File: src/design/tcp_ipv4_packet_checker_top_macros.svh
// Assertion macros shared by the packet checker modules.
// Each macro expects signals named clk and rst_n in the scope where it is used.
`ifndef TCP_IPV4_PACKET_CHECKER_TOP_MACROS_SVH
`define TCP_IPV4_PACKET_CHECKER_TOP_MACROS_SVH

// The consequent holds in the same cycle as the antecedent.
`define TCPC_ASSERT_SAME(name, ante, cons, msg) \
    name: assert property (@(posedge clk) disable iff (!rst_n) (ante) |-> (cons)) \
        else $error(msg);

// The consequent holds in the cycle after the antecedent.
`define TCPC_ASSERT_NEXT(name, ante, cons, msg) \
    name: assert property (@(posedge clk) disable iff (!rst_n) (ante) |=> (cons)) \
        else $error(msg);

`endif

File: src/design/tcpc_pkg.sv
// Shared types, status codes and helpers for the IPv4/TCP packet checker.
// No dependencies.
package tcpc_pkg;

    localparam logic [2:0] ST_OK        = 3'd0;
    localparam logic [2:0] ST_SHORT     = 3'd1;
    localparam logic [2:0] ST_IP_CKSUM  = 3'd2;
    localparam logic [2:0] ST_LENGTH    = 3'd3;
    localparam logic [2:0] ST_NOT_TCP   = 3'd4;
    localparam logic [2:0] ST_TCP_SHORT = 3'd5;
    localparam logic [2:0] ST_TCP_CKSUM = 3'd6;
    localparam logic [2:0] ST_OFFSET    = 3'd7;

    localparam logic [7:0]  PROTO_TCP     = 8'h06;
    localparam logic [15:0] SUM_GOOD      = 16'hffff;
    localparam logic [16:0] MIN_HDR_BYTES = 17'd20;

    typedef struct packed {
        logic [16:0] count;
        logic [15:0] ip_sum;
        logic [15:0] tcp_sum;
        logic [7:0]  pending_high;
        logic [3:0]  header_words;
        logic [15:0] total_len;
        logic [7:0]  proto_byte;
        logic [7:0]  ttl;
        logic [31:0] source_ip;
        logic [31:0] dest_ip;
        logic [15:0] source_port;
        logic [15:0] dest_port;
        logic [31:0] seq_number;
        logic [31:0] ack_number;
        logic [3:0]  data_offset;
        logic [7:0]  flag_byte;
        logic [15:0] window;
    } snap_t;

    typedef struct packed {
        snap_t       snap;
        logic [2:0]  pre_status;
        logic [15:0] addr_sum;
        logic [15:0] len_sum;
        logic [15:0] seg_sum;
        logic [15:0] tcp_len;
    } mid_t;

    typedef struct packed {
        logic [2:0]  status;
        logic [31:0] source_ip;
        logic [31:0] dest_ip;
        logic [15:0] source_port;
        logic [15:0] dest_port;
        logic [7:0]  hop_limit;
        logic [15:0] window;
        logic [31:0] seq_number;
        logic [31:0] ack_number;
        logic [3:0]  flag_bits;
        logic [6:0]  payload_start;
        logic [15:0] payload_length;
    } res_t;

    function automatic logic [15:0] ones_add(logic [15:0] a, logic [15:0] b);
        logic [16:0] s;
        s = {1'b0, a} + {1'b0, b};
        return s[15:0] + {15'd0, s[16]};
    endfunction

endpackage

File: src/design/tcpc_parse.sv
// Per-byte header capture, byte count and running checksums of the packet checker.
// Depends on tcpc_pkg and the shared assertion macro header.
`include "tcp_ipv4_packet_checker_top_macros.svh"

module tcpc_parse (
    input  logic               clk,
    input  logic               rst_n,
    input  logic               take,
    input  logic [7:0]         pkt_byte,
    input  logic               is_last,
    output tcpc_pkg::snap_t    snap_next
);

    localparam logic [16:0] MIN_HDR_BYTES_L = tcpc_pkg::MIN_HDR_BYTES;
    localparam logic [16:0] COUNT_LIMIT = 17'h10000;

    tcpc_pkg::snap_t st_reg;
    tcpc_pkg::snap_t st_next;
    logic [16:0]     pos;
    logic [3:0]      hw;
    logic [16:0]     toff;
    logic [16:0]     rel;
    logic [15:0]     word;

    assign pos  = st_reg.count;
    assign hw   = (pos == 17'd0) ? pkt_byte[3:0] : st_reg.header_words;
    assign toff = {11'd0, hw, 2'b00};
    assign rel  = pos - toff;
    assign word = {st_reg.pending_high, pkt_byte};

    always_comb
    begin
        st_next = st_reg;
        if (!pos[16])
        begin
            st_next.header_words = hw;
            case (pos) inside
                17'd2:           st_next.total_len[15:8] = pkt_byte;
                17'd3:           st_next.total_len[7:0]  = pkt_byte;
                17'd8:           st_next.ttl = pkt_byte;
                17'd9:           st_next.proto_byte = pkt_byte;
                [17'd12:17'd15]: st_next.source_ip[{~pos[1:0], 3'b000} +: 8] = pkt_byte;
                [17'd16:17'd19]: st_next.dest_ip[{~pos[1:0], 3'b000} +: 8] = pkt_byte;
                default:         st_next.header_words = hw;
            endcase

            if (pos >= toff && rel < MIN_HDR_BYTES_L)
            begin
                case (rel[4:0]) inside
                    [5'd0:5'd1]:  st_next.source_port[{~rel[0], 3'b000} +: 8] = pkt_byte;
                    [5'd2:5'd3]:  st_next.dest_port[{~rel[0], 3'b000} +: 8] = pkt_byte;
                    [5'd4:5'd7]:  st_next.seq_number[{~rel[1:0], 3'b000} +: 8] = pkt_byte;
                    [5'd8:5'd11]: st_next.ack_number[{~rel[1:0], 3'b000} +: 8] = pkt_byte;
                    5'd12:        st_next.data_offset = pkt_byte[7:4];
                    5'd13:        st_next.flag_byte = pkt_byte;
                    5'd14:        st_next.window[15:8] = pkt_byte;
                    5'd15:        st_next.window[7:0] = pkt_byte;
                    default:      st_next.window = st_reg.window;
                endcase
            end

            if (!pos[0])
            begin
                st_next.pending_high = pkt_byte;
            end
            else
            begin
                if (pos < MIN_HDR_BYTES_L)
                begin
                    st_next.ip_sum = tcpc_pkg::ones_add(st_reg.ip_sum, word);
                end
                if (pos > toff)
                begin
                    st_next.tcp_sum = tcpc_pkg::ones_add(st_reg.tcp_sum, word);
                end
            end
            st_next.count = pos + 17'd1;
        end
    end

    always_ff @(posedge clk or negedge rst_n)
    begin
        if (!rst_n)
        begin
            st_reg <= '0;
        end
        else if (take)
        begin
            st_reg <= is_last ? '0 : st_next;
        end
    end

    assign snap_next = st_next;

    `TCPC_ASSERT_NEXT(a_clear_after_last, take && is_last, st_reg.count == 17'd0,
        "byte count not cleared after the last byte of a packet")
    `TCPC_ASSERT_SAME(a_count_bounded, 1'b1, st_reg.count <= COUNT_LIMIT,
        "byte count went past its saturation point")

endmodule

File: src/design/tcpc_verdict.sv
// Verdict pipeline of the packet checker: snapshot, checksum merge and result registers.
// Depends on tcpc_pkg and the shared assertion macro header.
`include "tcp_ipv4_packet_checker_top_macros.svh"

module tcpc_verdict (
    input  logic               clk,
    input  logic               rst_n,
    input  logic               snap_valid,
    output logic               snap_ready,
    input  tcpc_pkg::snap_t    snap,
    output logic               out_valid,
    input  logic               out_ready,
    output tcpc_pkg::res_t     result
);

    logic            s1_valid_reg;
    tcpc_pkg::snap_t s1_reg;
    logic            s2_valid_reg;
    tcpc_pkg::mid_t  s2_reg;
    tcpc_pkg::mid_t  s2_next;
    logic            out_valid_reg;
    tcpc_pkg::res_t  out_reg;
    tcpc_pkg::res_t  out_next;
    logic            r1;
    logic            r2;
    logic            r3;

    logic [16:0] cnt1;
    logic [16:0] toff1;
    logic [16:0] tlen1;

    logic [16:0] cnt2;
    logic [5:0]  toff2;
    logic [5:0]  doff2;
    logic [6:0]  pstart;
    logic [15:0] full_sum;
    logic        ack_set;

    assign r3 = !out_valid_reg || out_ready;
    assign r2 = !s2_valid_reg || r3;
    assign r1 = !s1_valid_reg || r2;
    assign snap_ready = r1;

    assign cnt1  = s1_reg.count;
    assign toff1 = {11'd0, s1_reg.header_words, 2'b00};
    assign tlen1 = cnt1 - toff1;

    always_comb
    begin
        s2_next = '0;
        s2_next.snap = s1_reg;
        s2_next.tcp_len = tlen1[15:0];

        if (cnt1[0] && !cnt1[16] && cnt1 > toff1)
        begin
            s2_next.seg_sum = tcpc_pkg::ones_add(s1_reg.tcp_sum, {s1_reg.pending_high, 8'h00});
        end
        else
        begin
            s2_next.seg_sum = s1_reg.tcp_sum;
        end

        s2_next.addr_sum = tcpc_pkg::ones_add(
            tcpc_pkg::ones_add(s1_reg.source_ip[31:16], s1_reg.source_ip[15:0]),
            tcpc_pkg::ones_add(s1_reg.dest_ip[31:16], s1_reg.dest_ip[15:0]));
        s2_next.len_sum = tcpc_pkg::ones_add({8'd0, tcpc_pkg::PROTO_TCP}, tlen1[15:0]);

        if (cnt1 < tcpc_pkg::MIN_HDR_BYTES)
        begin
            s2_next.pre_status = tcpc_pkg::ST_SHORT;
        end
        else if (s1_reg.ip_sum != tcpc_pkg::SUM_GOOD)
        begin
            s2_next.pre_status = tcpc_pkg::ST_IP_CKSUM;
        end
        else if ({1'b0, s1_reg.total_len} != cnt1)
        begin
            s2_next.pre_status = tcpc_pkg::ST_LENGTH;
        end
        else if (s1_reg.proto_byte != tcpc_pkg::PROTO_TCP)
        begin
            s2_next.pre_status = tcpc_pkg::ST_NOT_TCP;
        end
        else if (toff1 > cnt1 || tlen1 < tcpc_pkg::MIN_HDR_BYTES)
        begin
            s2_next.pre_status = tcpc_pkg::ST_TCP_SHORT;
        end
        else
        begin
            s2_next.pre_status = tcpc_pkg::ST_OK;
        end
    end

    assign cnt2     = s2_reg.snap.count;
    assign toff2    = {s2_reg.snap.header_words, 2'b00};
    assign doff2    = {s2_reg.snap.data_offset, 2'b00};
    assign pstart   = {1'b0, toff2} + {1'b0, doff2};
    assign full_sum = tcpc_pkg::ones_add(tcpc_pkg::ones_add(s2_reg.addr_sum, s2_reg.len_sum),
                                         s2_reg.seg_sum);
    assign ack_set  = s2_reg.snap.flag_byte[4];

    always_comb
    begin
        out_next = '0;
        if (s2_reg.pre_status != tcpc_pkg::ST_OK)
        begin
            out_next.status = s2_reg.pre_status;
        end
        else if (full_sum != tcpc_pkg::SUM_GOOD)
        begin
            out_next.status = tcpc_pkg::ST_TCP_CKSUM;
        end
        else if ({10'd0, doff2} > s2_reg.tcp_len)
        begin
            out_next.status = tcpc_pkg::ST_OFFSET;
        end
        else
        begin
            out_next.status         = tcpc_pkg::ST_OK;
            out_next.source_ip      = s2_reg.snap.source_ip;
            out_next.dest_ip        = s2_reg.snap.dest_ip;
            out_next.source_port    = s2_reg.snap.source_port;
            out_next.dest_port      = s2_reg.snap.dest_port;
            out_next.hop_limit      = s2_reg.snap.ttl;
            out_next.window         = s2_reg.snap.window;
            out_next.seq_number     = s2_reg.snap.seq_number;
            out_next.ack_number     = ack_set ? s2_reg.snap.ack_number : 32'd0;
            out_next.flag_bits      = {ack_set, s2_reg.snap.flag_byte[2:0]};
            out_next.payload_start  = pstart;
            out_next.payload_length = cnt2[15:0] - {9'd0, pstart};
        end
    end

    always_ff @(posedge clk or negedge rst_n)
    begin
        if (!rst_n)
        begin
            s1_valid_reg  <= 1'b0;
            s2_valid_reg  <= 1'b0;
            out_valid_reg <= 1'b0;
        end
        else
        begin
            if (r1)
            begin
                s1_valid_reg <= snap_valid;
            end
            if (r2)
            begin
                s2_valid_reg <= s1_valid_reg;
            end
            if (r3)
            begin
                out_valid_reg <= s2_valid_reg;
            end
        end
    end

    always_ff @(posedge clk)
    begin
        if (r1 && snap_valid)
        begin
            s1_reg <= snap;
        end
        if (r2 && s1_valid_reg)
        begin
            s2_reg <= s2_next;
        end
        if (r3 && s2_valid_reg)
        begin
            out_reg <= out_next;
        end
    end

    assign out_valid = out_valid_reg;
    assign result    = out_reg;

    `TCPC_ASSERT_SAME(a_fields_zero_on_error,
        out_valid_reg && out_reg.status != tcpc_pkg::ST_OK,
        out_reg.source_ip == 32'd0 && out_reg.dest_ip == 32'd0 &&
        out_reg.seq_number == 32'd0 && out_reg.payload_length == 16'd0,
        "result fields not cleared on a failed packet")
    `TCPC_ASSERT_SAME(a_ack_needs_flag,
        out_valid_reg && !out_reg.flag_bits[3],
        out_reg.ack_number == 32'd0,
        "acknowledgement number reported without the ack flag")
    `TCPC_ASSERT_NEXT(a_mid_advances, s2_valid_reg && r3, out_valid_reg,
        "verdict stage did not move into the result register")

endmodule

File: src/design/tcp_ipv4_packet_checker_top.sv
// Top level of the IPv4/TCP packet checker.
// Depends on tcpc_pkg, tcpc_parse and tcpc_verdict.
//
// The block takes an IPv4 packet one byte per item, with is_last on the final byte,
// and gives exactly one verdict item per packet. It accepts a byte in every cycle in
// which in_ready is high; the verdict passes the snapshot register, the checksum merge
// register and the result register before it is shown. in_ready falls only while all
// three verdict registers hold packets that the output side has not yet taken. The byte
// count saturates at 65536; longer packets give a length error (or an IP checksum one).
module tcp_ipv4_packet_checker_top (
    input  logic        clk,
    input  logic        rst_n,
    input  logic        in_valid,
    output logic        in_ready,
    input  logic [7:0]  pkt_byte,
    input  logic        is_last,
    output logic        out_valid,
    input  logic        out_ready,
    output logic [2:0]  status,
    output logic [31:0] source_ip,
    output logic [31:0] dest_ip,
    output logic [15:0] source_port,
    output logic [15:0] dest_port,
    output logic [7:0]  hop_limit,
    output logic [15:0] window,
    output logic [31:0] seq_number,
    output logic [31:0] ack_number,
    output logic [3:0]  flag_bits,
    output logic [6:0]  payload_start,
    output logic [15:0] payload_length
);

    logic            accept;
    logic            snap_ready;
    tcpc_pkg::snap_t snap;
    tcpc_pkg::res_t  result;

    assign accept   = in_valid && snap_ready;
    assign in_ready = snap_ready;

    tcpc_parse u_parse (
        .clk       (clk),
        .rst_n     (rst_n),
        .take      (accept),
        .pkt_byte  (pkt_byte),
        .is_last   (is_last),
        .snap_next (snap)
    );

    tcpc_verdict u_verdict (
        .clk        (clk),
        .rst_n      (rst_n),
        .snap_valid (accept && is_last),
        .snap_ready (snap_ready),
        .snap       (snap),
        .out_valid  (out_valid),
        .out_ready  (out_ready),
        .result     (result)
    );

    assign status         = result.status;
    assign source_ip      = result.source_ip;
    assign dest_ip        = result.dest_ip;
    assign source_port    = result.source_port;
    assign dest_port      = result.dest_port;
    assign hop_limit      = result.hop_limit;
    assign window         = result.window;
    assign seq_number     = result.seq_number;
    assign ack_number     = result.ack_number;
    assign flag_bits      = result.flag_bits;
    assign payload_start  = result.payload_start;
    assign payload_length = result.payload_length;

endmodule
File: config.mk
export PLATFORM = sky130hd
export DESIGN_NAME = tcp_ipv4_packet_checker_top
export DESIGN_NICKNAME = d
export VERILOG_FILES = /design/src/design/tcpc_pkg.sv /design/src/design/tcpc_parse.sv /design/src/design/tcpc_verdict.sv /design/src/design/tcp_ipv4_packet_checker_top.sv
export VERILOG_INCLUDE_DIRS = /design/src /design/src/design
export SDC_FILE = /design/constraint.sdc
export NUM_CORES = 1
export LEC_CHECK = 0
export ABC_AREA = 1
export BUFFER_PORTS_ARGS = -buffer_cell sky130_fd_sc_hd__buf_2
export CORE_UTILIZATION = 29
export CTS_BUF_LIST = sky130_fd_sc_hd__clkbuf_16
export CTS_CLUSTER_SIZE = 24
export DETAILED_ROUTE_END_ITERATION = 8
export HOLD_SLACK_MARGIN = 0.08
export SYNTH_ARGS = -nofsm -noshare
export SYNTH_HDL_FRONTEND = slang
export SYNTH_SLANG_ARGS = --single-unit
File: constraint.sdc
create_clock -name clk -period 18.2 [get_ports clk]
set_input_delay 0.91 -clock clk [delete_from_list [all_inputs] [get_ports clk]]
set_output_delay 0.91 -clock clk [all_outputs]
set_load 0.01 [all_outputs]
==> impl_results.md, run 1 <==
- Outcome: finished clean
- Post-synthesis sequential area ratio: a little under three fifths
- Multi-input combinational cell area: 19200 µm²
- Post-synth top flop: edfxtp_1
- Post-CTS setup buffers: 0
- Fmax: 131 MHz
- CTS H-tree depth: 3
- Power per standard cell area: 107 nW/µm²
- Post-route setup TNS: 0 ns
- Worst path max stage delay: 0.81 ns
- Slew HR: 16.3%
- Global Route Usage Sum: 15.9%
- Synth Area per Inst: around 9.4 µm²
- Largest net degree at the start of global routing: between 100 and 150
- Clock Sinks: around 1000
- Drt pass-1 iters: 5
- Nets: 6111
- Synth Instances: 5728
- Total gr overflow: 0
- Remaining antenna violation count: 0
- Critical Path Source Type: register
- Die height: 433 µm
- RSZ-0062 raised after global routing: false
- Initial core utilization: 29.3%
- Total CTS buffers: 110
- Vias per Instance: 4.66
- EDFF count, synth: approximately 770
- Register area: 30000 µm²
- Core Rows: about 160
- Worst Path Max Fanout: 47
- Area grow syn2layout: 13.6%
- Number of synthesis warnings: 0
- Hold Crit Class: input pin to asynchronous set/reset pin
- Final setup viols: 0
- Share of layout cells above drive strength 1: about 9.8%
- Root Driver: clkbuf_16
- Kind of critical path: register to register
- Slew Viols, Final: 0
- Wire per inst: 17.8 µm
- Post-CTS Resized: 0
- Peak supply drop: 79.3 µV
- Slowest cell on crit path: buf_4
- CTS tree: yes
- Required @ worst endpoint: 18.62 ns
- Clock Pin Slew Worst Setup and Hold Paths: 0.06 ns
- Mapped Area: roughly 54000 µm²
- Placed wire-length estimate: ~110 mm
- Crit path DAT: between 8 and 9 ns
- Clock Skews: 0.0774 ns
- Number of DRC markers in iteration 0: 3423
- Final min period: 7.61 ns
- Post-route cell area: 61200 µm²
- Vias in the first global route: roughly 38000
- Slew @ Worst Pin: 1.25 ns
- Fillers: 18700
- Die width: 433 µm
- Wirelength, routed: 151 mm
- Core Region: 184000 µm²
- FFs w/ async S/R, synth: 26.8%
- Cts hold-fix bufs: 0
- Leakage: 28.0 nW
- Distinct cells, synth: 55
- IO Pins: 229
- Fin. Hold Viols: 0
- Placed Area: 57600 µm²
- Max-Cap Viols: 0
- Yosys reg bits: 1046
- Residual DRC count: 0
- Via count: 39500
- Antenna violations before repair: 4
- IO buf count: 226
- Clock Path Buffers: 3
- Global placement routability congestion: ~0.89
- Insertion delay to the later sink of the worst-skew pair: 0.78 ns
- Period utilization: 41.8%
- Most used cell, CP: nand2_1
- Die ar.: around 190000 µm²
- Critical Path End Type: register
- Fin util: 33.3%
- First-pass GRT wire length: 229 mm
==> worst max-delay path: cells and delay by family, from the launching register on <==
kind	cells	cell delay, ns
adder cells (fa/ha/maj)	5	1.35
AND/OR/NAND/NOR	23	3.13
flip-flops	1	0.33
XOR/XNOR	1	0.18
buffers and inverters	5	1.58
AO/OA/AOI/OAI	5	0.63
==> logic make-up after synthesis <==
| logic type | count (synthesis) | synth area share, % |
|---|---|---|
| AND/OR/NAND/NOR | 2265 | 19.2 |
| buffers and inverters | 1207 | 8.83 |
| flip-flops | 1046 | 55.7 |
| AO/OA/AOI/OAI | 827 | 8.59 |
| XOR/XNOR | 186 | 3.02 |
| adder cells (fa/ha/maj) | 182 | 4.39 |
| multiplexers | 14 | 0.260 |
| other | 1 | 0.00696 |
==> final timing paths <==
| path | from | to | slack [ns] | cells past startpoint |
|---|---|---|---|---|
| worst max-delay path | u_verdict.s2_reg[32]$_DFFE_PP_ | u_verdict.result[114]$_SDFFCE_PP0P_ | 10.59 | 39 |
| worst min-delay path | rst_n | u_parse.st_reg[101]$_DFFE_PN0P_ | 0.17 | 1 |
| worst max register to register | u_verdict.s2_reg[32]$_DFFE_PP_ | u_verdict.result[114]$_SDFFCE_PP0P_ | 10.59 | 39 |
| worst min register to register | u_verdict.s1_reg[95]$_DFFE_PP_ | u_verdict.s2_reg[162]$_DFFE_PP_ | 0.39 | 0 |
| max in group asynchronous | rst_n | u_parse.st_reg[57]$_DFFE_PN0P_ | 16.44 | 2 |
| min in group clk | u_verdict.s1_reg[95]$_DFFE_PP_ | u_verdict.s2_reg[162]$_DFFE_PP_ | 0.39 | 0 |
==> final cells by class <==
class / instances / area share (%)
antenna: 1 / 0.00409
clock buffer: 113 / 4.62
clock inverter: 96 / 1.33
inverter: 1014 / 6.25
multi-input combinational: 3476 / 31.3
sequential: 1046 / 49.0
tap: 2464 / 5.04
timing repair buffer: 268 / 2.40
==> routing by layer <==
metal / wire length, µm / up-vias / global-route usage, %
li1: - / 19300 / -
met4: 4730 / 2 / 5.71
met2: 70500 / 1026 / 26.0
met5: 13 / - / 0
met3: 8040 / 199 / 2.19
met1: 68000 / 19000 / 21.4
==> Yosys cell counts, types with 99 or more instances <==
library cell / n / share of area (%)
inv_1: 1009 / 7.0
nor2_4: 101 / 2.1
nor3_1: 99 / 0.92
o22ai_1: 180 / 2.1
a21oi_1: 120 / 1.1
nor2_1: 348 / 2.4
ha_1: 170 / 3.9
xor2_1: 133 / 2.2
o21ai_0: 415 / 3.9
edfxtp_1: 766 / 43
nand4_1: 147 / 1.7
nand3_1: 220 / 2.0
dfrtp_1: 280 / 13
clkbuf_1: 146 / 1.0
nand2_1: 1254 / 8.7
==> cell usage in the layout (no fill, tap or decap), types with 15 or more instances in the layout <==
| cell | synthesis | layout |
|---|---|---|
| o21ai_0 | 415 | 415 |
| nor2_1 | 348 | 345 |
| edfxtp_1 | 766 | 766 |
| o21ai_1 | 17 | 17 |
| nand3_1 | 220 | 220 |
| and2_1 | 15 | 15 |
| ha_1 | 170 | 170 |
| nor3_1 | 99 | 97 |
| clkbuf_16 | 0 | 113 |
| xor2_1 | 133 | 133 |
| clkinv_2 | 0 | 24 |
| nand4_1 | 147 | 147 |
| nor4_1 | 20 | 20 |
| a21oi_1 | 120 | 119 |
| buf_4 | 4 | 41 |
| clkinv_1 | 4 | 32 |
| o22ai_1 | 180 | 180 |
| buf_2 | 25 | 225 |
| inv_1 | 1009 | 1021 |
| nor2_4 | 101 | 105 |
| dfrtp_1 | 280 | 280 |
| nand2_1 | 1254 | 1253 |
| o21bai_1 | 17 | 17 |
| xnor2_1 | 53 | 53 |
==> where the power goes <==
group          total [mW]  switching (mW)  internal [mW]
clock                2.26            1.01           1.25
combinational        1.48            1.04          0.438
sequential           2.78          0.0637           2.72
total                6.52            2.11           4.41
==> stage by stage <==
step                      setup slack [ns]  hold WS, ns  power [mW]  cells
final                                10.59        0.173        6.52   8478
after global routing                  9.87        0.196        6.87   8477
after CTS                            10.54        0.154        6.59   8477
after detailed placement             10.58        0.405        4.31   8268
after global placement               10.62        0.403        4.31   8268
after floorplan                       4.24        0.400        3.88   5729
(Power assumes the default switching activity.)
==> inputs of run 2 (changes only) <==
==> constraint.sdc (replaced) <==
create_clock -name clk -period 7.5 [get_ports clk]
set_input_delay 0.375 -clock clk [delete_from_list [all_inputs] [get_ports clk]]
set_output_delay 0.375 -clock clk [all_outputs]
set_load 0.01 [all_outputs]
==> run 2 against run 1 <==
Clock power rose to 2.6 times the previous value; register-to-register slack worse by 9.9 ns; fmax rose by 13%; critical path depth grew 2; hold slack improved by 0.076 ns; cell count unchanged; sequential cell count is the same; sequential power is 140% higher; combinational power is 140% higher; critical path type unchanged; largest cell class unchanged; highest routed layer is now met4.
==> impl_results.md, run 2 (synthesized netlist as in run 1, its figures left out) <==
- Residual DRC count: 0 (unchanged)
- Slowest cell on crit path: clkbuf_8
- Min Hold Slack: 0.248 ns (+0.0755 ns)
- Worst path max stage delay: 0.55 ns (-0.26 ns)
- FF-to-FF Start: u_verdict.s2_reg[32]$_DFFE_PP_
- Total CTS buffers: 109 (-0.91%)
- Vias in the first global route: 38000 (-0.79%)
- Hold endpoint: u_parse.st_reg[116]$_DFFE_PN0P_
- Pwr Total: 16.2 mW (+150%)
- Clock Pin Slew Worst Setup and Hold Paths: 0.06 ns (about the same)
- Core Region: 184000 µm² (unchanged)
- Period utilization: 90.2% (+48 points)
- Peak supply drop: 181 µV (+130%)
- IO buf count: 226 (unchanged)
- Sequential Power Share: 41.8% (-0.8 points)
- Antenna violations before repair: 3 (-1)
- Global Route Usage Sum: 15.8% (-0.083 points)
- Nets: 6112 (+0.016%)
- Worst Path Max Fanout: 35 (-26%)
- Pint: 11.1 mW (+150%)
- Largest net degree at the start of global routing: 140 (+28%)
- Hold Crit Class: input pin to register
- Sw power: 5.10 mW (+140%)
- Most used cell, CP: nand2_1
- Die ar.: 188000 µm² (unchanged)
- Sw Ratio: 31.6% (-0.84 points)
- Via count: 39800 (+0.80%)
- Wirelength, routed: 151 mm (about the same)
- Fin. Hold Viols: 0 (unchanged)
- Area grow syn2layout: 14.3%
- Final min period: 6.76 ns (-0.846 ns)
- Placed wire-length estimate: 107 mm (-0.45%)
- CTS tree: yes
- Clock Sinks: 1046 (unchanged)
- Kind of critical path: register to register
- Insertion delay to the later sink of the worst-skew pair: 0.76 ns (-0.02 ns)
- Most frequent cells in the layout: nand2_1 (1253), inv_1 (1029), edfxtp_1 (766), o21ai_0 (415), nor2_1 (345)
- Slew HR: 17.5% (+1.2 points)
- Clock power frac: 36.0% (+1.3 points)
- Initial core utilization: 29.3% (unchanged)
- Die height: 433 µm (unchanged)
- Clock Skews: 0.0611 ns (-0.0163 ns)
- Fmax: 148 MHz (+13%)
- Worst slack, placed: 0.401 ns (-10.18 ns)
- Core Rows: 157 (unchanged)
- Clock Path Buffers: 3 (unchanged)
- Number of DRC markers in iteration 0: 3353 (-2.0%)
- Vias per Instance: 4.70 (+0.80%)
- Slew Viols, Final: 0 (unchanged)
- IO Pins: 229 (unchanged)
- Comb power frac: 22.2% (-0.5 points)
- Die width: 433 µm (unchanged)
- Root Driver: clkbuf_16
- Drt pass-1 iters: 6 (+1)
- First-pass GRT wire length: 228 mm (-0.39%)
- Required @ worst endpoint: 7.97 ns (-10.65 ns)
- Leakage: 28.2 nW (+0.55%)
- Setup WS post-layout: 0.738 ns (-9.85 ns)
- Reg2Reg Setup Slack: 0.74 ns (-9.85 ns)
- Final setup viols: 0 (unchanged)
- Wire per inst: 17.8 µm (about the same)
- Post-route setup TNS: 0 ns (unchanged)
- R2r worst-path depth: 41 (+5.1%)
- Outcome: finished clean
- Crit path DAT: 7.23 ns (-0.80 ns)
- Slew @ Worst Pin: 1.24 ns (-0.00768 ns)
- Crit Reg-Reg Endpoint: u_verdict.result[169]$_SDFFCE_PP0P_
- Max-Cap Viols: 0 (unchanged)
- Commonest non-fill, non-tap cell in the layout: nand2_1
- Power per standard cell area: 262 nW/µm² (+150%)
- Hold depth: 4
- Share of layout cells above drive strength 1: 9.95% (+0.12 points)
- Worst min-delay path startpoint: in_valid
- Global placement routability congestion: 0.902 (+0.81%)
- Total gr overflow: 0 (unchanged)
- Remaining antenna violation count: 0 (unchanged)
- CTS H-tree depth: 3 (unchanged)
- Critical Path Source Type: register
- RSZ-0062 raised after global routing: false
- Critical Path End Type: register
[run 2: worst max path at each step]
stage / end / from / slack (ns)
finish: u_verdict.result[169]$_SDFFCE_PP0P_ / u_verdict.s2_reg[32]$_DFFE_PP_ / 0.74
global route: u_verdict.result[113]$_SDFFCE_PP0P_ / u_verdict.s2_reg[32]$_DFFE_PP_ / 0.002
CTS: u_verdict.result[165]$_SDFFCE_PP0P_ / u_verdict.s2_reg[32]$_DFFE_PP_ / 0.38
detailed placement: u_verdict.result[165]$_SDFFCE_PP0P_ / u_verdict.s2_reg[32]$_DFFE_PP_ / 0.40
global placement: u_verdict.result[170]$_SDFFCE_PP0P_ / u_verdict.s2_reg[32]$_DFFE_PP_ / 0.49
floorplan: u_verdict.result[0]$_SDFFCE_PP0P_ / out_ready / 0.43
[run 2: area by class of cell]
| class | instances | area, µm² |
|---|---|---|
| Antenna cell | 2 | 5.00 |
| Clock buffer | 112 | 2800 |
| Clock inverter | 94 | 1070 |
| Fill cell | 18700 | 122000 |
| Inverter | 1014 | 3820 |
| Multi-Input combinational cell | 3476 | 19200 |
| Sequential cell | 1046 | 30000 |
| Tap cell | 2464 | 3080 |
| Timing Repair Buffer | 270 | 1580 |
[run 2: worst max-delay path: cells and delay by family, from the launching register on]
kind                     cells  cell delay [ns]
flip-flops                   1             0.32
buffers and inverters        6             1.03
adder cells (fa/ha/maj)      6             1.56
XOR/XNOR                     1             0.14
AO/OA/AOI/OAI                5             0.57
AND/OR/NAND/NOR             23             2.77
[run 2: metal layers]
layer | global-route usage [%] | part of all wire [%] | routed length, µm
met1 | 21.0 | 44 | 66400
met2 | 26.4 | 48 | 72500
met3 | 1.84 | 5.0 | 7490
met4 | 5.89 | 3.3 | 4950
met5 | 0 | 0 | 0
[run 2: metrics by stage]
step,cell area (µm²),cells,util [%]
final,61600,8478,33.5
after detailed placement,57600,8268,31.3
after global routing,61600,8477,33.5
after floorplan,53900,5729,-
after CTS,61500,8476,33.5
after global placement,57600,8268,31.3
[run 2: power groups by stage]
stage | clock (mW) | sequential [mW] | combinational, mW
floorplan | 0 | 6.89 | 2.50
finish | 5.81 | 6.75 | 3.59
global route | 6.14 | 6.78 | 4.04
global placement | 0 | 6.87 | 3.55
CTS | 5.95 | 6.76 | 3.59
detailed placement | 0 | 6.88 | 3.57
[run 2: what timing repair did]
item,4_1_cts,5_1_grt
gates resized for setup,0,5
hold buffers,2,0
endpoints found under the setup margin,0,160
buffers inserted,0,0
endpoints found under the hold margin,90,0
